===== src/rtl/core/response_token_matcher_core_defines.svh =====
// assertion macros for the response token matcher core
// used by files that include this header; expects clk and rst_n in scope
`ifndef RESPONSE_TOKEN_MATCHER_CORE_DEFINES_SVH
`define RESPONSE_TOKEN_MATCHER_CORE_DEFINES_SVH

// same-cycle implication, checked outside reset
`define RTM_ASSERT_IMP(label, ante, cons, msg) \
    label: assert property (@(posedge clk) disable iff (!rst_n) (ante) |-> (cons)) \
        else $error(msg);

// next-cycle implication, checked outside reset
`define RTM_ASSERT_NXT(label, ante, cons, msg) \
    label: assert property (@(posedge clk) disable iff (!rst_n) (ante) |=> (cons)) \
        else $error(msg);

`endif


===== src/rtl/core/rtm_pkg.sv =====
// shared types, codes and constants for the response token matcher
// no dependencies
`default_nettype none

package rtm_pkg;

    localparam int BUFFER_BYTES_DEF = 512;
    localparam int PATTERN_MAX      = 8;
    localparam int COUNT_W          = 9;

    typedef logic [1:0] cmd_t;
    typedef logic [1:0] status_t;
    typedef logic [1:0] cfg_idx_t;

    localparam cmd_t CMD_START = 2'd0;
    localparam cmd_t CMD_BYTE  = 2'd1;
    localparam cmd_t CMD_TICK  = 2'd2;

    localparam status_t ST_PENDING = 2'd0;
    localparam status_t ST_FOUND   = 2'd1;
    localparam status_t ST_ERROR   = 2'd2;
    localparam status_t ST_TIMEOUT = 2'd3;

    localparam cfg_idx_t CFG_PATTERN = 2'd0;
    localparam cfg_idx_t CFG_LENGTH  = 2'd1;
    localparam cfg_idx_t CFG_TIMEOUT = 2'd2;

    // "ERROR" with the first character in the low byte
    localparam logic [39:0] ERR_TOKEN = 40'h524F525245;

    localparam logic [63:0] PATTERN_RST = 64'h0000_0000_0000_4B4F;
    localparam logic [3:0]  LENGTH_RST  = 4'd2;
    localparam logic [15:0] TIMEOUT_RST = 16'd2000;

    typedef struct packed {
        logic [63:0] pattern;
        logic [3:0]  eff_len;
        logic [15:0] timeout;
    } cfg_t;

endpackage

`default_nettype wire


===== src/rtl/core/response_token_matcher_core.sv =====
// a request accepted into the input register moves on into the result register
// throughput: one request per cycle while out_stall is low; the input register hands to the result
// register whenever that register is empty or being taken
// reset: asynchronous active-low rst_n clears both stages, the wait state
// (pending, empty buffer) and loads default configuration ("OK", 2, 2000)
// depends on rtm_pkg, rtm_cfg, rtm_match, response_token_matcher_core_defines.svh
`default_nettype none

`include "response_token_matcher_core_defines.svh"

module response_token_matcher_core #(
    parameter int BUFFER_BYTES = rtm_pkg::BUFFER_BYTES_DEF
) (
    input  wire logic                       clk,
    input  wire logic                       rst_n,
    input  wire logic                       in_valid,
    output logic                            in_stall,
    input  wire rtm_pkg::cmd_t              command,
    input  wire logic [7:0]                 rx_byte,
    output logic                            out_valid,
    input  wire logic                       out_stall,
    output rtm_pkg::status_t                status,
    output logic [rtm_pkg::COUNT_W-1:0]     stored_count,
    input  wire logic                       cfg_valid,
    output logic                            cfg_ready,
    input  wire rtm_pkg::cfg_idx_t          cfg_index,
    input  wire logic [63:0]                cfg_data
);
    import rtm_pkg::*;

    localparam int CNT_W = $clog2(BUFFER_BYTES);

    cfg_t cfg;

    logic             s1_valid_reg, s1_valid_next;
    cmd_t             s1_cmd_reg;
    logic [7:0]       s1_byte_reg;
    logic             out_valid_reg, out_valid_next;
    status_t          status_reg;
    logic [COUNT_W-1:0] count_reg;

    logic             in_acc;
    logic             s1_adv;
    status_t          status_calc;
    logic [CNT_W-1:0] count_calc;

    rtm_cfg u_cfg (
        .clk       (clk),
        .rst_n     (rst_n),
        .cfg_valid (cfg_valid),
        .cfg_ready (cfg_ready),
        .cfg_index (cfg_index),
        .cfg_data  (cfg_data),
        .cfg       (cfg)
    );

    rtm_match #(
        .BUFFER_BYTES (BUFFER_BYTES)
    ) u_match (
        .clk         (clk),
        .rst_n       (rst_n),
        .step        (s1_adv),
        .cmd         (s1_cmd_reg),
        .rx_byte     (s1_byte_reg),
        .cfg         (cfg),
        .status_next (status_calc),
        .count_next  (count_calc)
    );

    // input stage moves on when the result register is free or being taken
    assign s1_adv   = s1_valid_reg & (~out_valid_reg | ~out_stall);
    assign in_stall = s1_valid_reg & ~s1_adv;
    assign in_acc   = in_valid & ~in_stall;

    assign s1_valid_next  = in_acc | (s1_valid_reg & ~s1_adv);
    assign out_valid_next = s1_adv | (out_valid_reg & out_stall);

    always_ff @(posedge clk or negedge rst_n)
    begin
        if (!rst_n)
        begin
            s1_valid_reg  <= 1'b0;
            out_valid_reg <= 1'b0;
        end
        else
        begin
            s1_valid_reg  <= s1_valid_next;
            out_valid_reg <= out_valid_next;
        end
    end

    always_ff @(posedge clk)
    begin
        if (in_acc)
        begin
            s1_cmd_reg  <= command;
            s1_byte_reg <= rx_byte;
        end
        if (s1_adv)
        begin
            status_reg <= status_calc;
            count_reg  <= COUNT_W'(count_calc);
        end
    end

    assign out_valid    = out_valid_reg;
    assign status       = status_reg;
    assign stored_count = count_reg;

    `RTM_ASSERT_IMP(a_stall_needs_item, in_stall, s1_valid_reg, "input stalled with empty stage")
    `RTM_ASSERT_NXT(a_adv_gives_result, s1_adv, out_valid_reg, "advanced request lost its result")
    `RTM_ASSERT_NXT(a_start_clears_count, s1_adv && (s1_cmd_reg == CMD_START),
                    count_reg == '0, "start request reported nonzero count")

endmodule

`default_nettype wire


===== src/rtl/core/rtm_cfg.sv =====
// configuration registers and the effective token length derived from them
// depends on rtm_pkg
`default_nettype none

module rtm_cfg (
    input  wire logic              clk,
    input  wire logic              rst_n,
    input  wire logic              cfg_valid,
    output logic                   cfg_ready,
    input  wire rtm_pkg::cfg_idx_t cfg_index,
    input  wire logic [63:0]       cfg_data,
    output rtm_pkg::cfg_t          cfg
);
    import rtm_pkg::*;

    localparam logic [3:0] LEN_MAX = (PATTERN_MAX < 8) ? 4'(PATTERN_MAX) : 4'd8;

    logic [63:0] pattern_reg, pattern_next;
    logic [3:0]  length_reg, length_next;
    logic [15:0] timeout_reg, timeout_next;
    logic [3:0]  eff_len_reg, eff_len_next;
    logic [3:0]  len_clamp;
    logic        wr;

    assign cfg_ready = 1'b1;
    assign wr = cfg_valid & cfg_ready;

    always_comb
    begin
        pattern_next = pattern_reg;
        length_next  = length_reg;
        timeout_next = timeout_reg;
        if (wr)
        begin
            unique case (cfg_index)
                CFG_PATTERN: pattern_next = cfg_data;
                CFG_LENGTH:  length_next  = cfg_data[3:0];
                CFG_TIMEOUT: timeout_next = cfg_data[15:0];
                default:     ;
            endcase
        end
    end

    // clamp, then cut at the first zero byte inside the token
    always_comb
    begin
        len_clamp = (length_next > LEN_MAX) ? LEN_MAX : length_next;
        eff_len_next = len_clamp;
        for (int i = 7; i >= 0; i--)
        begin
            if ((4'(i) < len_clamp) && (pattern_next[8*i +: 8] == 8'd0))
                eff_len_next = 4'(i);
        end
    end

    always_ff @(posedge clk or negedge rst_n)
    begin
        if (!rst_n)
        begin
            pattern_reg <= PATTERN_RST;
            length_reg  <= LENGTH_RST;
            timeout_reg <= TIMEOUT_RST;
            eff_len_reg <= LENGTH_RST;
        end
        else
        begin
            pattern_reg <= pattern_next;
            length_reg  <= length_next;
            timeout_reg <= timeout_next;
            eff_len_reg <= eff_len_next;
        end
    end

    assign cfg.pattern = pattern_reg;
    assign cfg.eff_len = eff_len_reg;
    assign cfg.timeout = timeout_reg;

endmodule

`default_nettype wire


===== src/rtl/core/rtm_match.sv =====
// wait state and per-request update: window compare, byte count, idle timeout
// depends on rtm_pkg
`default_nettype none

module rtm_match #(
    parameter int BUFFER_BYTES = rtm_pkg::BUFFER_BYTES_DEF
) (
    input  wire logic                        clk,
    input  wire logic                        rst_n,
    input  wire logic                        step,
    input  wire rtm_pkg::cmd_t               cmd,
    input  wire logic [7:0]                  rx_byte,
    input  wire rtm_pkg::cfg_t               cfg,
    output rtm_pkg::status_t                 status_next,
    output logic [$clog2(BUFFER_BYTES)-1:0]  count_next
);
    import rtm_pkg::*;

    localparam int CNT_W = $clog2(BUFFER_BYTES);
    localparam logic [CNT_W-1:0] CNT_LIMIT = CNT_W'(BUFFER_BYTES - 1);

    logic [63:0]      window_reg, window_next;
    logic [CNT_W-1:0] count_reg;
    logic             zero_reg, zero_next;
    logic [15:0]      idle_reg, idle_next;
    status_t          outcome_reg, outcome_next;

    logic             timed;
    logic             stored;
    logic [63:0]      shifted;
    logic [5:0]       sh_bits;
    logic [63:0]      win_top;
    logic [63:0]      pat_mask;
    logic             exp_hit;
    logic             err_hit;

    assign timed   = (outcome_reg == ST_PENDING) && (idle_reg >= cfg.timeout);
    assign stored  = count_reg < CNT_LIMIT;
    assign shifted = {rx_byte, window_reg[63:8]};

    // newest eff_len bytes against the token; valid for lengths 1..8
    assign sh_bits  = {3'(4'd8 - cfg.eff_len), 3'b000};
    assign win_top  = shifted >> sh_bits;
    assign pat_mask = ~64'd0 >> sh_bits;
    assign exp_hit  = win_top == (cfg.pattern & pat_mask);
    assign err_hit  = shifted[63:24] == ERR_TOKEN;

    always_comb
    begin
        window_next  = window_reg;
        count_next   = count_reg;
        zero_next    = zero_reg;
        idle_next    = idle_reg;
        outcome_next = outcome_reg;
        unique case (cmd)
            CMD_START:
            begin
                window_next  = 64'd0;
                count_next   = '0;
                zero_next    = 1'b0;
                idle_next    = 16'd0;
                outcome_next = (cfg.timeout == 16'd0) ? ST_TIMEOUT : ST_PENDING;
            end
            CMD_BYTE:
            begin
                if (timed)
                    outcome_next = ST_TIMEOUT;
                else if (outcome_reg == ST_PENDING)
                begin
                    if (stored)
                    begin
                        window_next = shifted;
                        count_next  = count_reg + 1'b1;
                        if (rx_byte == 8'd0)
                            zero_next = 1'b1;
                    end
                    if (cfg.eff_len == 4'd0)
                        outcome_next = ST_FOUND;
                    else if (stored && (rx_byte != 8'd0) && !zero_reg)
                    begin
                        if (exp_hit)
                            outcome_next = ST_FOUND;
                        else if (err_hit)
                            outcome_next = ST_ERROR;
                    end
                end
            end
            CMD_TICK:
            begin
                if (outcome_reg == ST_PENDING)
                begin
                    if (idle_reg < cfg.timeout)
                        idle_next = idle_reg + 16'd1;
                    if (idle_next >= cfg.timeout)
                        outcome_next = ST_TIMEOUT;
                end
            end
            default: ;
        endcase
    end

    assign status_next = outcome_next;

    always_ff @(posedge clk or negedge rst_n)
    begin
        if (!rst_n)
        begin
            window_reg  <= 64'd0;
            count_reg   <= '0;
            zero_reg    <= 1'b0;
            idle_reg    <= 16'd0;
            outcome_reg <= ST_PENDING;
        end
        else if (step)
        begin
            window_reg  <= window_next;
            count_reg   <= count_next;
            zero_reg    <= zero_next;
            idle_reg    <= idle_next;
            outcome_reg <= outcome_next;
        end
    end

endmodule

`default_nettype wire


===== config.mk =====
export PLATFORM = sky130hd
export DESIGN_NAME = response_token_matcher_core
export DESIGN_NICKNAME = d
export VERILOG_FILES = /design/src/rtl/core/rtm_pkg.sv /design/src/rtl/core/response_token_matcher_core.sv /design/src/rtl/core/rtm_cfg.sv /design/src/rtl/core/rtm_match.sv
export VERILOG_INCLUDE_DIRS = /design/src /design/src/rtl/core
export SDC_FILE = /design/constraint.sdc
export NUM_CORES = 1
export LEC_CHECK = 0
export ABC_AREA = 1
export BUFFER_PORTS_ARGS = -buffer_cell sky130_fd_sc_hd__buf_4
export CAP_MARGIN = 20
export CORE_AREA = 5 5 199 201
export DETAILED_ROUTE_END_ITERATION = 7
export DIE_AREA = 0 0 204 206
export PLACE_DENSITY = 0.58
export RECOVER_POWER = 25
export SYNTH_ARGS = -nofsm -noshare
export SYNTH_HDL_FRONTEND = slang
export SYNTH_SLANG_ARGS = --single-unit

===== constraint.sdc =====
create_clock -name clk -period 5.2 [get_ports clk]
set_input_delay 1.04 -clock clk [delete_from_list [all_inputs] [get_ports clk]]
set_output_delay 1.04 -clock clk [all_outputs]
set_load 0.005 [all_outputs]

# Yosys cells after proc, flatten, opt, wreduce, memory -nomap -nowiden
# Index checks and enable logic that the tools add are counted.
[word_totals]
wordCells = 130
input_bits = 81
regBits = 203
out_inout_bits = 14
[classes]
eq_ne = 11
shifts = 2
bitwise_logic = 12
n_mux = 41
add_sub_neg = 3
n_reduce_logical = 33
n_lt_le_gt_ge = 13
[ops]
columns = ["cell", "n"]
rows = [
  ["$mux W64", 5],
  ["$pmux W64 S2", 1],
  ["$logic_not A8 Y1", 9],
  ["$and A64 B64 Y64", 1],
  ["$eq A64 B64 Y1", 1],
  ["$mux W16", 4],
  ["$shr A64 B6 Y64", 1],
  ["$shr A64 B6 Y64 const A", 1],
  ["$mux W4", 11],
  ["$eq A40 B39 Y1 const B", 1],
  ["$ge A16 B16 Y1", 2],
  ["$pmux W16 S2", 1],
  ["$mux W9", 3],
  ["$mux W2", 9],
  ["$pmux W9 S2", 1],
  ["$add A16 B1 Y16 const B", 1],
  ["$logic_not A16 Y1", 1],
  ["$lt A16 B16 Y1", 1],
  ["$lt A3 B4 Y1 const A", 4],
  ["$logic_and A1 B1 Y1", 11],
  ["$add A9 B1 Y9 const B", 1],
  ["$lt A9 B9 Y1 const B", 1],
  ["$lt A1 B4 Y1 const A", 2],
  ["$lt A2 B4 Y1 const A", 2],
  ["21 further kinds", 40],
]

# Depth between registers and ports, before layout
# Gate-level depths: netlist of run 1.
[logic_depth]
word_depth = 15
ltp_mapped = 28
mapped_depth_nobuf = 28

# By module
# A second synthesis of run 1 with hierarchy kept.
[unflattened]
hier_cells = 1999
hier_area_um2 = 13395.3
[modules_own_cells]
columns = ["module", "cells_each", "n_inst", "seq_area_each_um2", "area_per_inst_um2"]
rows = [
  ["rtm_match", 1457, 1, 2102.0, 8577.0],
  ["rtm_cfg", 509, 1, 2223.4, 4092.7],
  ["response_token_matcher_core", 33, 1, 680.7, 725.7],
]

# Least setup slack after synthesis of run 1
# No wires, ideal clock.
[synth_path]
path_type = "flip-flop to flip-flop"
start = "reg u_cfg.timeout_reg[9]"
end = "reg status_reg[1] (netlist: status[1]) (data pin)"
slack_ns = 1.982
stages_incl_launch_ff = 24
arrival_time_ns = 2.952
n_path_buf = 0
synth_period_minus_slack_ns = 3.218
required_ns = 4.934
setup_time_ns = 0.266
path_cell_list = "dfstp_2 -> inv_1 -> ha_1 -> a21oi_1 -> o21ai_0 -> a21oi_1 -> nand2_2 -> nor2_1 -> nand2_1 -> nor2_1 -> nand2_1 -> xor2_1 -> inv_1 -> ha_1 -> a21oi_1 -> nor3_1 -> a211oi_1 -> nand2_1 -> nand2_1 -> nand2_1 -> nand2_1 -> nand2_1 -> a21oi_1 -> a21boi_0"
[synth_between]
elab_chain_len = 8
elab_cells_between_ends = 13
cone_classes = "order compare: 3; mux: 8; reduce/logical: 2"
[synth_lines]
columns = ["item", "line_no", "rtl"]
rows = [
  ["start, declared", "rtm_cfg.sv:20", "logic [15:0] timeout_reg, timeout_next;"],
  ["start signal, assigned", "rtm_cfg.sv:69", "timeout_reg <= timeout_next;"],
  ["$lt A16 B16 Y1", "rtm_match.sv:92", "if (idle_reg < cfg.timeout)"],
  ["$mux W16", "rtm_match.sv:92", ""],
  ["$mux W16", "rtm_match.sv:90", "if (outcome_reg == ST_PENDING)"],
  ["$mux W16", "rtm_match.sv:55", "unique case (cmd)"],
  ["$ge A16 B16 Y1", "rtm_match.sv:94", "if (idle_next >= cfg.timeout)"],
  ["$mux W2", "rtm_match.sv:94", ""],
  ["$mux W2", "rtm_match.sv:90", ""],
  ["$pmux W2 S3 *", "rtm_match.sv:55", ""],
  ["named net status_calc[1]", "response_token_matcher_core.sv:44", "status_t status_calc;"],
  ["end signal, assigned", "response_token_matcher_core.sv:101", "status_reg <= status_calc;"],
  ["end, declared", "response_token_matcher_core.sv:39", "status_t status_reg;"],
]
# The timed path passes the listed nets; every way through them passes the cells marked *. The select of a mux whose other input is x is not followed.
# A chain may end at the register's enable or synchronous reset.

# Worst setup path after layout of run 1
[layout_path]
start = "reg u_cfg.timeout_reg[3]"
end = "reg status_reg[1] (netlist: status[1]) (data pin)"
# The elaborated chain is that of the path after synthesis.

==> flow_summary_export.csv, run 1 <==
group,metric,value,unit
route,drt_iter0_drc,1054,
sta,setup_viol,0,
placed_design,placed_area,0.01374,sq mm
global_route,use_met3,0.02542,
clock_tree,worst_skew_pair.late_latency,450,ps
run_status,status,"complete, but fails checks",
setup_path,path_max_fanout,7,
clock_tree,cts_setup_buffers,0,
synthesis,synth.avg_cell_area,7.048,sq um
floorplanning,die-area,0.04202,sq mm
placed_design,dpl.hpwl,31560,um
synthesis,syn_inst,1793,
synthesis,yosysWarnings,0,
setup_path,crit_top_cell,"nand2_1",
placed_design,place_ws,1176,ps
layout,syn_to_final_growth,13.18,%
clock_tree,hold_buffers,0,
floorplanning,num_rows,71,
layout,drive_above_1_share,0.1032,
sta,setup_slack,1242,ps
sta,min_period_over_period,0.7611,
setup_path,crit_arrival,4140,ps
clock_tree,cts_sinks,195,
floorplanning,ios,95,
global_route,gr-usage-met2,0.2953,
synthesis,ys.flop_type,"dfrtp_1",
pwr,power_density,411.1,mW/mm^2
floorplanning,core_area,0.03740,sq mm
synthesis,syn-num-nets,1912,
worst_hold_path,min-delay-start,"s1_valid_reg",
sta,slew_headroom,-0.4629,
sta,rsz0062_at_grt,"false",
setup_path,required,5380,ps
global_route,top_usage_layer,"met2",
pwr,max-vdd-ir-drop,236.2,uV
route,postRouteAntennaNets,0,
clock_tree,cts_root_buf,"clkbuf_16",
global_route,groute.usage.overall,0.1956,
global_route,grt-ovfl-total,0,
setup_path,critPathCaptureType,"register",
sta,timing.fmax,0.2527,GHz
synthesis,netlist_area,0.01264,sq mm
setup_path,reg2reg_from,"u_cfg.timeout_reg[3]",
layout,fin_nets,1966,
clock_tree,clkTransAtPathRegs,80,ps
sta,hold_viol,0,
clock_tree,cts_made_buffers,17,
layout,postLayoutCoreUtil,0.3824,
sta,fin_hold_ws,496.1,ps
floorplanning,die_h,206,um
setup_path,rr_endpoint,"status[1]",
sta,clock_skew,13.63,ps
global_route,antenna_found_initial,0,
setup_path,crit_slowest_cell,"dfrtp_1",
synthesis,synth_edf_count,21,
route,viasPerCell,5.100,
synthesis,synth_cell_types,49,
layout,largest_reg_flops,64,
setup_path,reg2reg_depth,24,
route,vias,12090,
synthesis,ys_seq_area_frac,0.3961,
sta,min_period,3958,ps
route,wl,41140,um
run_status,violations,"capacitance limit, slew limit",
sta,max_slew.worst_pin.slew,2194,ps
route,first_pass_iters,6,
setup_path,r2r_setup_slack,1240,ps
layout,antenna_cells,0,
floorplanning,die_w,204,um
job,drv_cap,1,
setup_path,slowest_delay,390,ps
global_route,grt_use_met1,0.2944,
placed_design,io_buffers,93,
clock_tree,cts_tree,"built",
placed_design,placed_cells,2339,
global_route,grt_pass1_vias,11420,
setup_path,path_cells,"inv_1 -> ha_1 -> a21oi_1 -> o21a_1 -> o221ai_1 -> nand2_1 -> nand2_2 -> nor2_1 -> nand2_1 -> nor2_1 -> nand2_1 -> xor2_1 -> inv_1 -> ha_1 -> a21oi_1 -> nor3_1 -> a211oi_1 -> nand2_1 -> nand2_1 -> nand2_1 -> nand2_1 -> nand2_1 -> a21oi_1 -> a21boi_0",
synthesis,yosys_register_bits,195,
pwr,leakagePower,7.084,nW
layout,final_cell_area,0.01430,sq mm
sta,tns,0,ps
setup_path,path_class,"register to register",
sta,report.final.slew_viol_count,81,
layout,mostFrequentLayoutCells,"522 x nand2_1, 233 x inv_1, 227 x nand3_1",
clock_tree,cts.repair.resized,0,
global_route,grt_pass1_wl,64980,um
route,drc,0,
placed_design,gp_congestion,0.9615,
pwr,finalPower,5.880,mW
layout,layout_commonest_cell,"nand2_1",
clock_tree,ctsHtreeMaxLevel,4,
setup_path,critPathLaunchType,"register",
clock_tree,cts_buffer_depth,2,
worst_hold_path,min-delay-path-class,"register to register",
layout,layout.cells.non_filler,2371,
worst_hold_path,hold_depth,2,
synthesis,async_flop_share,0.8923,
worst_hold_path,hold_path_end,"out_valid",
floorplanning,start_util,0.3379,
route,wl_per_cell,17.35,um
global_route,grt_max_degree,95,
-- critical path: cells and delay by family, from the launching register on --
family | cells | cell delay (ps)
AOI/OAI and AO/OA | 7 | 1170
buffers and inverters | 2 | 170
adders and majority gates | 2 | 490
and+or+nand+nor | 12 | 1280
DFF | 1 | 390
xor gates and xnor gates | 1 | 180
-- per-layer routing --
layer / part of all wire / wire length [um] / up-vias
li1: - / - / 5950
met2: 0.43 / 17870 / 382
met3: 0.060 / 2464 / 48
met4: 0.023 / 941 / 0
met5: 0 / 0 / -
met1: 0.48 / 19870 / 5713
-- synth_stat cells, types with 2 or more instances --
cell type | n | area share
a211oi_1 | 2 | 0.0012
a21o_1 | 2 | 0.0012
a21oi_1 | 50 | 0.020
a31oi_1 | 4 | 0.0020
and2_1 | 2 | 0.00099
buf_2 | 28 | 0.011
buf_4 | 17 | 0.010
buf_6 | 3 | 0.0027
clkbuf_1 | 23 | 0.0068
dfrtp_1 | 157 | 0.31
dfstp_2 | 17 | 0.035
edfxtp_1 | 21 | 0.050
ha_1 | 38 | 0.038
inv_1 | 233 | 0.069
inv_2 | 7 | 0.0021
mux2_2 | 12 | 0.011
mux2i_1 | 2 | 0.0016
nand2_1 | 523 | 0.16
nand2_2 | 2 | 0.00099
nand3_1 | 227 | 0.090
nand3b_1 | 19 | 0.011
nand4_1 | 33 | 0.016
nor2_1 | 122 | 0.036
nor2_4 | 2 | 0.0018
nor3_1 | 18 | 0.0071
nor4_1 | 28 | 0.014
nor4_2 | 2 | 0.0020
o2111ai_1 | 2 | 0.0014
o211ai_1 | 4 | 0.0024
o21a_1 | 2 | 0.0012
o21ai_0 | 125 | 0.050
o21ai_1 | 14 | 0.0055
o22ai_1 | 11 | 0.0054
or2_2 | 4 | 0.0020
xnor2_1 | 2 | 0.0014
xor2_1 | 22 | 0.015
-- how the worst max path moves through the flow --
| stage | to | depth (start not counted) | start | slack, ps |
|---|---|---|---|---|
| floorplan | status[1] | 23 | u_cfg.timeout_reg[9] | 1980 |
| global placement | u_cfg.eff_len_reg[1] | 11 | cfg_index[1] | 1180 |
| detailed placement | u_cfg.eff_len_reg[1] | 11 | cfg_index[1] | 1180 |
| CTS | status[1] | 24 | u_cfg.timeout_reg[3] | 1330 |
| global route | status[1] | 24 | u_cfg.timeout_reg[3] | 1030 |
| finish | status[1] | 24 | u_cfg.timeout_reg[3] | 1240 |
-- cell type report --
| class | count | area [sq um] |
|---|---|---|
| Sequential cell | 195 | 5007 |
| Tap cell | 511 | 639.4 |
| Multi-Input combinational cell | 1284 | 6352 |
| Clock inverter | 15 | 140.1 |
| Clock buffer | 17 | 425.4 |
| Fill cell | 3933 | 23100 |
| Inverter | 241 | 904.6 |
| Timing Repair Buffer | 108 | 833.3 |
-- power by group --
part	internal, mW	switching, mW
Combinational	0.828	1.72
Clock	0.639	0.682
Sequential	1.78	0.227
-- logic make-up after synthesis --
| kind of cell | after synthesis | synth area share |
|---|---|---|
| AOI/OAI and AO/OA | 222 | 0.09337 |
| other | 1 | 0.0002967 |
| xor gates and xnor gates | 24 | 0.01663 |
| and+or+nand+nor | 985 | 0.3407 |
| DFF | 195 | 0.3961 |
| muxes | 14 | 0.01228 |
| buffers and inverters | 314 | 0.1030 |
| adders and majority gates | 38 | 0.03762 |
(Power assumes the default switching activity.)
==> run 2, diff against run 1 <==
- PLACE_DENSITY: 0.58 -> 0.6
- clock period: 5.2 -> 3.6 ns (I/O delays scaled with it)
==> run 2 against run 1 <==
  * Global-route usage rose by 0.11 points
  * Clock-buffer cell count rose by 2
  * The flow still finishes with violations (capacitance limit, slew limit)
  * Core utilization rose by 2.0 points
  * First-iteration DRC count rose by 12%
  * Clock power rose by 44%
==> flow_summary_export.csv, run 2 (synthesis results as in run 1) <==
group,metric,value,unit
route,first_pass_iters,8,
global_route,top_usage_layer,"met2",
worst_hold_path,hold_depth,1,
global_route,grt-ovfl-total,0,
setup_path,required,3820,ps
global_route,use_met3,0.02887,
clock_tree,worst_skew_pair.late_latency,460,ps
sta,report.final.slew_viol_count,74,
global_route,grt_pass1_vias,11710,
global_route,grt_use_met1,0.2846,
clock_tree,ctsHtreeMaxLevel,4,
run_status,status,"complete, but fails checks",
placed_design,placed_cells,2386,
layout,antenna_cells,0,
layout,fin_nets,2028,
setup_path,path_cells,"inv_2 -> ha_4 -> a21oi_2 -> o21ai_1 -> a21oi_2 -> nand2_4 -> nor2_4 -> nand2_2 -> nor2_4 -> nand2_1 -> xor2_1 -> inv_1 -> ha_1 -> a21oi_2 -> nor3_2 -> a211oi_2 -> nand2_1 -> nand2_1 -> nand2_2 -> nand2_1 -> nand2_1 -> a21oi_2 -> a21boi_1",
layout,drive_above_1_share,0.1566,
floorplanning,die_h,206,um
sta,clock_skew,13.06,ps
pwr,leakagePower,7.395,nW
sta,rsz0062_at_grt,"true",
sta,max_slew.worst_pin.slew,2009,ps
route,postRouteAntennaNets,0,
setup_path,startpoint,"u_cfg.timeout_reg[9]",
sta,setup_viol,0,
setup_path,cp_top_family,"simple AND/OR/NAND/NOR gates",
worst_hold_path,min-delay-path-class,"input pin to register",
setup_path,r2r_setup_slack,180,ps
setup_path,path_max_fanout,5,
placed_design,place_ws,-79.43,ps
global_route,groute.usage.overall,0.1967,
global_route,grt_max_degree,75,
layout,layout.cells.non_filler,2433,
setup_path,cp.depth,23,
job,drv_cap,1,
floorplanning,start_util,0.3379,
route,wl,41760,um
setup_path,crit_top_cell,"nand2_1",
sta,setup_slack,181.0,ps
route,viasPerCell,5.083,
sta,timing.fmax,0.2925,GHz
global_route,gr-usage-met2,0.3112,
placed_design,dpl.hpwl,31840,um
clock_tree,cts_root_buf,"clkbuf_16",
layout,syn_to_final_growth,19.09,%
placed_design,gp_congestion,0.9396,
setup_path,crit_slowest_cell,"dfstp_2",
clock_tree,cts_sinks,195,
clock_tree,clkTransAtPathRegs,80,ps
route,drt_iter0_drc,1183,
floorplanning,ios,95,
pwr,max-vdd-ir-drop,425.4,uV
pwr,power_density,590.3,mW/mm^2
floorplanning,core_area,0.03740,sq mm
sta,hold_viol,0,
global_route,antenna_found_initial,0,
setup_path,critPathCaptureType,"register",
sta,min_period_over_period,0.9497,
setup_path,critPathBufInv,2,
layout,largest_reg_flops,64,
global_route,grt_pass1_wl,65330,um
sta,slew_headroom,-0.3393,
layout,layout_commonest_cell,"nand2_1",
setup_path,slowest_delay,540,ps
run_status,violations,"capacitance limit, slew limit",
clock_tree,cts_made_buffers,17,
setup_path,critPathLaunchType,"register",
setup_path,reg2reg_from,"u_cfg.timeout_reg[9]",
layout,mostFrequentLayoutCells,"517 x nand2_1, 226 x nand3_1, 224 x inv_1",
floorplanning,die_w,204,um
setup_path,crit_arrival,3640,ps
placed_design,io_buffers,93,
clock_tree,cts_buffer_depth,2,
route,wl_per_cell,17.16,um
layout,fillers,3910,
setup_path,reg2reg_depth,23,
setup_path,critPathCapture,"status[0]",
setup_path,rr_endpoint,"status[0]",
setup_path,path_class,"register to register",
route,drc,0,
route,vias,12370,
sta,min_period,3419,ps
clock_tree,cts_tree,"built",
floorplanning,num_rows,71,
floorplanning,die-area,0.04202,sq mm
[run 2: changes by cell type in the layout (fill, tap and decap cells not counted), moves of 5 or more]
cell and change:
a21oi_1 -9, a21oi_2 +9, buf_4 +58, ha_1 -10, ha_4 +9, inv_1 -9
inv_2 +8, inv_8 -5, nand2_1 -5, o21ai_0 -6
[run 2: per-stage QoR]
| stage | TNS (ps) | area (sq um) | power (mW) | hold WS [ps] | utilization |
|---|---|---|---|---|---|
| 2_1_floorplan | 0 | 12640 | 5.460 | 424.4 | - |
| 3_5_place_dp | -127.3 | 14110 | 6.697 | 477.0 | 0.3772 |
| 3_3_place_gp | -277.4 | 14110 | 6.664 | 472.4 | 0.3772 |
| 5_1_grt | -116.8 | 15050 | 9.533 | 438.2 | 0.4024 |
| 6_report | 0 | 15050 | 8.884 | 450.4 | 0.4024 |
| 4_1_cts | 0 | 14710 | 8.641 | 309.5 | 0.3932 |
[run 2: where the power goes]
part | total [mW] | switching [mW] | internal (mW)
clock network | 1.90 | 0.918 | 0.985
registers | 2.88 | 0.306 | 2.57
logic | 4.10 | 2.64 | 1.46
total | 8.88 | 3.86 | 5.02
[run 2: how the worst min path moves through the flow]
stage | start | to | slack, ps
CTS | rst_n | u_cfg.pattern_reg[50] | 310
finish | rx_byte[4] | s1_byte_reg[4] | 450
global placement | s1_valid_reg | out_valid | 470
detailed placement | s1_valid_reg | out_valid | 480
global route | rx_byte[7] | s1_byte_reg[7] | 440
floorplan | rst_n | out_valid | 420
[run 2: worst register-to-register path, stage by stage (launching register included)]
cell      delay [ps]
dfstp_2          540
inv_2             50
ha_4             240
a21oi_2          110
o21ai_1           80
a21oi_2          190
nand2_4          130
nor2_4           110
nand2_2           80
nor2_4           130
nand2_1           80
xor2_1           200
inv_1             70
ha_1             190
a21oi_2          150
nor3_2            50
a211oi_2         190
nand2_1           70
nand2_1           80
nand2_2           80
nand2_1           80
nand2_1           60
a21oi_2          150
a21boi_1          70
[run 2: area by class of cell]
cell class	instances	area [sq um]	area share
repair buffers	169	1296	0.08613
clock buffers	19	442.9	0.02943
well taps	511	639.4	0.04248
flip-flops and latches	195	5009	0.3328
inverters	241	907.1	0.06028
multi-input cells	1285	6630	0.4406
clock inverters	13	125.1	0.008314
[run 2: per-layer routing]
| metal | vias to the layer above | share of wire | wire length (um) |
|---|---|---|---|
| li1 | 6083 | - | - |
| met1 | 5807 | 0.47 | 19680 |
| met2 | 421 | 0.45 | 18590 |
| met3 | 55 | 0.064 | 2665 |
| met4 | 0 | 0.020 | 816 |
| met5 | - | 0 | 0 |
[run 2: repair_timing]
action                     in CTS  in global routing
setup buffers                   1                 13
hold buffers                    0                  0
resized for setup               7                 58
setup endpoints to repair       4                  4
pin swaps                       4                 26
hold endpoints to repair        0                  0
gates cloned                    0                  1
==> run 3, diff against run 2 <==
- RECOVER_POWER: 25 -> 100
==> run 3 against run 2 <==
  * The run still ends with capacitance limit, slew limit left
  * Via count up 0.13%
  * Core utilization down 0.18 points
  * Largest cell class unchanged
  * First-iteration DRC count is 8.4% higher
  * Maximum frequency down 0.17%
  * Largest power group unchanged
  * Sequential share of layout area up 0.15 points
==> flow_summary_export.csv, run 3 (synthesis results as in run 1) <==
group,metric,value,unit
floorplanning,num_rows,71,
sta,slew_headroom,-0.3235,
layout,drive_above_1_share,0.1431,
placed_design,placed_cells,2386,
layout,mostFrequentLayoutCells,"517 x nand2_1, 227 x nand3_1, 224 x inv_1",
layout,seq_area,0.005009,sq mm
layout,layout.cells.non_filler,2433,
floorplanning,die-area,0.04202,sq mm
layout,fillers,3917,
global_route,antenna_found_initial,0,
sta,hold_viol,0,
run_status,status,"complete, but fails checks",
setup_path,path_max_fanout,5,
setup_path,path_class,"register to register",
floorplanning,start_util,0.3379,
layout,syn_to_final_growth,18.56,%
sta,setup_slack,175.0,ps
setup_path,crit_arrival,3640,ps
clock_tree,cts_buffer_depth,2,
clock_tree,cts_made_buffers,17,
setup_path,critPathLaunchType,"register",
setup_path,reg2reg_from,"u_cfg.timeout_reg[9]",
layout,multi_input_area,0.006625,sq mm
clock_tree,cts_root_buf,"clkbuf_16",
route,drt_iter0_drc,1282,
sta,clock_skew,14.52,ps
clock_tree,clkTransAtPathRegs,80,ps
floorplanning,ios,95,
route,vias,12380,
route,wl,41780,um
worst_hold_path,min-delay-start,"rx_byte[4]",
global_route,grt-ovfl-total,0,
placed_design,place_ws,-79.43,ps
setup_path,critPathCaptureType,"register",
clock_tree,ctsHtreeMaxLevel,4,
floorplanning,die_h,206,um
sta,tns,0,ps
layout,largest_reg_flops,64,
worst_hold_path,hold_path_end,"s1_byte_reg[4]",
layout,antenna_cells,0,
layout,layout_commonest_cell,"nand2_1",
setup_path,required,3820,ps
route,viasPerCell,5.089,
route,wl_per_cell,17.17,um
clock_tree,cts_tree,"built",
route,postRouteAntennaNets,0,
pwr,max-vdd-ir-drop,424.7,uV
sta,timing.fmax,0.2920,GHz
sta,min_period_over_period,0.9514,
sta,setup_viol,0,
clock_tree,hold_buffers,0,
run_status,violations,"capacitance limit, slew limit",
placed_design,gp_congestion,0.9396,
global_route,grt_pass1_wl,65330,um
sta,fin_hold_ws,450.8,ps
layout,postLayoutCoreUtil,0.4006,
sta,rsz0062_at_grt,"true",
setup_path,startpoint,"u_cfg.timeout_reg[9]",
placed_design,io_buffers,93,
setup_path,reg2reg_depth,23,
setup_path,r2r_setup_slack,180,ps
global_route,grt_pass1_vias,11710,
worst_hold_path,hold_depth,1,
setup_path,rr_endpoint,"status[0]",
layout,fin_nets,2028,
clock_tree,cts_sinks,195,
pwr,power_density,592.2,mW/mm^2
sta,min_period,3425,ps
floorplanning,core_area,0.03740,sq mm
floorplanning,die_w,204,um
sta,report.final.slew_viol_count,75,
route,drc,0,
global_route,groute.usage.overall,0.1967,
route,first_pass_iters,6,
placed_design,dpl.hpwl,31840,um
clock_tree,worst_skew_pair.late_latency,460,ps
sta,max_slew.worst_pin.slew,1985,ps
pwr,leakagePower,7.341,nW
worst_hold_path,min-delay-path-class,"input pin to register",
job,drv_cap,1,
global_route,grt_max_degree,75,
==> run 3: cell types whose count changed in the layout (fill, tap and decap cells not counted), sizes merged <==
cell,delta
clkbuf,+23
buf,-23
==> run 3: worst max path at each step <==
| stage | depth (start not counted) | endpoint | slack [ps] |
|---|---|---|---|
| 2_1_floorplan | 23 | status[1] | 380 |
| 3_3_place_gp | 21 | status[1] | -110 |
| 3_5_place_dp | 21 | status[1] | -80 |
| 4_1_cts | 23 | status[1] | 9 |
| 5_1_grt | 21 | status[0] | -70 |
| 6_report | 23 | status[0] | 180 |
==> run 3: final cells by class <==
cell class | instances | share of cell area
Clock buffer | 19 | 0.02956
Clock inverter | 13 | 0.008351
Inverter | 241 | 0.06054
Multi-Input combinational cell | 1285 | 0.4422
Sequential cell | 195 | 0.3343
Tap cell | 511 | 0.04267
Timing Repair Buffer | 169 | 0.08242
==> run 3: metrics by stage <==
| step | total power, mW | area [sq um] |
|---|---|---|
| 6_report | 8.874 | 14980 |
| 5_1_grt | 9.514 | 14980 |
| 4_1_cts | 8.641 | 14710 |
| 3_5_place_dp | 6.697 | 14110 |
| 3_3_place_gp | 6.664 | 14110 |
| 2_1_floorplan | 5.460 | 12640 |
==> run 3: report_power, final <==
group | switching (mW) | total (mW) | internal, mW
clock network | 0.924 | 1.91 | 0.985
logic | 2.64 | 4.08 | 1.44
registers | 0.308 | 2.88 | 2.58
==> run 3: timing repair <==
action,CTS,global route
hold endpoints to repair,0,0
buffers inserted,1,13
gates resized for setup,7,58
cloned,0,1
pin swaps,4,26
endpoints found under the setup margin,4,4
==> run 3: per-layer routing <==
metal	vias up	part of all wire	track usage
met5	-	0	0
met4	0	0.022	0.04929
met3	57	0.062	0.02887
met2	414	0.44	0.3112
met1	5830	0.47	0.2846
li1	6081	-	-
==> run 3: critical path: stages (launching register included) <==
cell and delay [ps]:
dfstp_2 540, inv_2 50, ha_4 240, a21oi_2 110, o21ai_1 80, a21oi_2 190, nand2_4 130, nor2_4 110
nand2_2 80, nor2_4 130, nand2_1 80, xor2_1 200, inv_1 70, ha_1 190, a21oi_2 150, nor3_2 50
a211oi_2 190, nand2_1 70, nand2_1 80, nand2_2 80, nand2_1 80, nand2_1 60, a21oi_2 150, a21boi_1 70
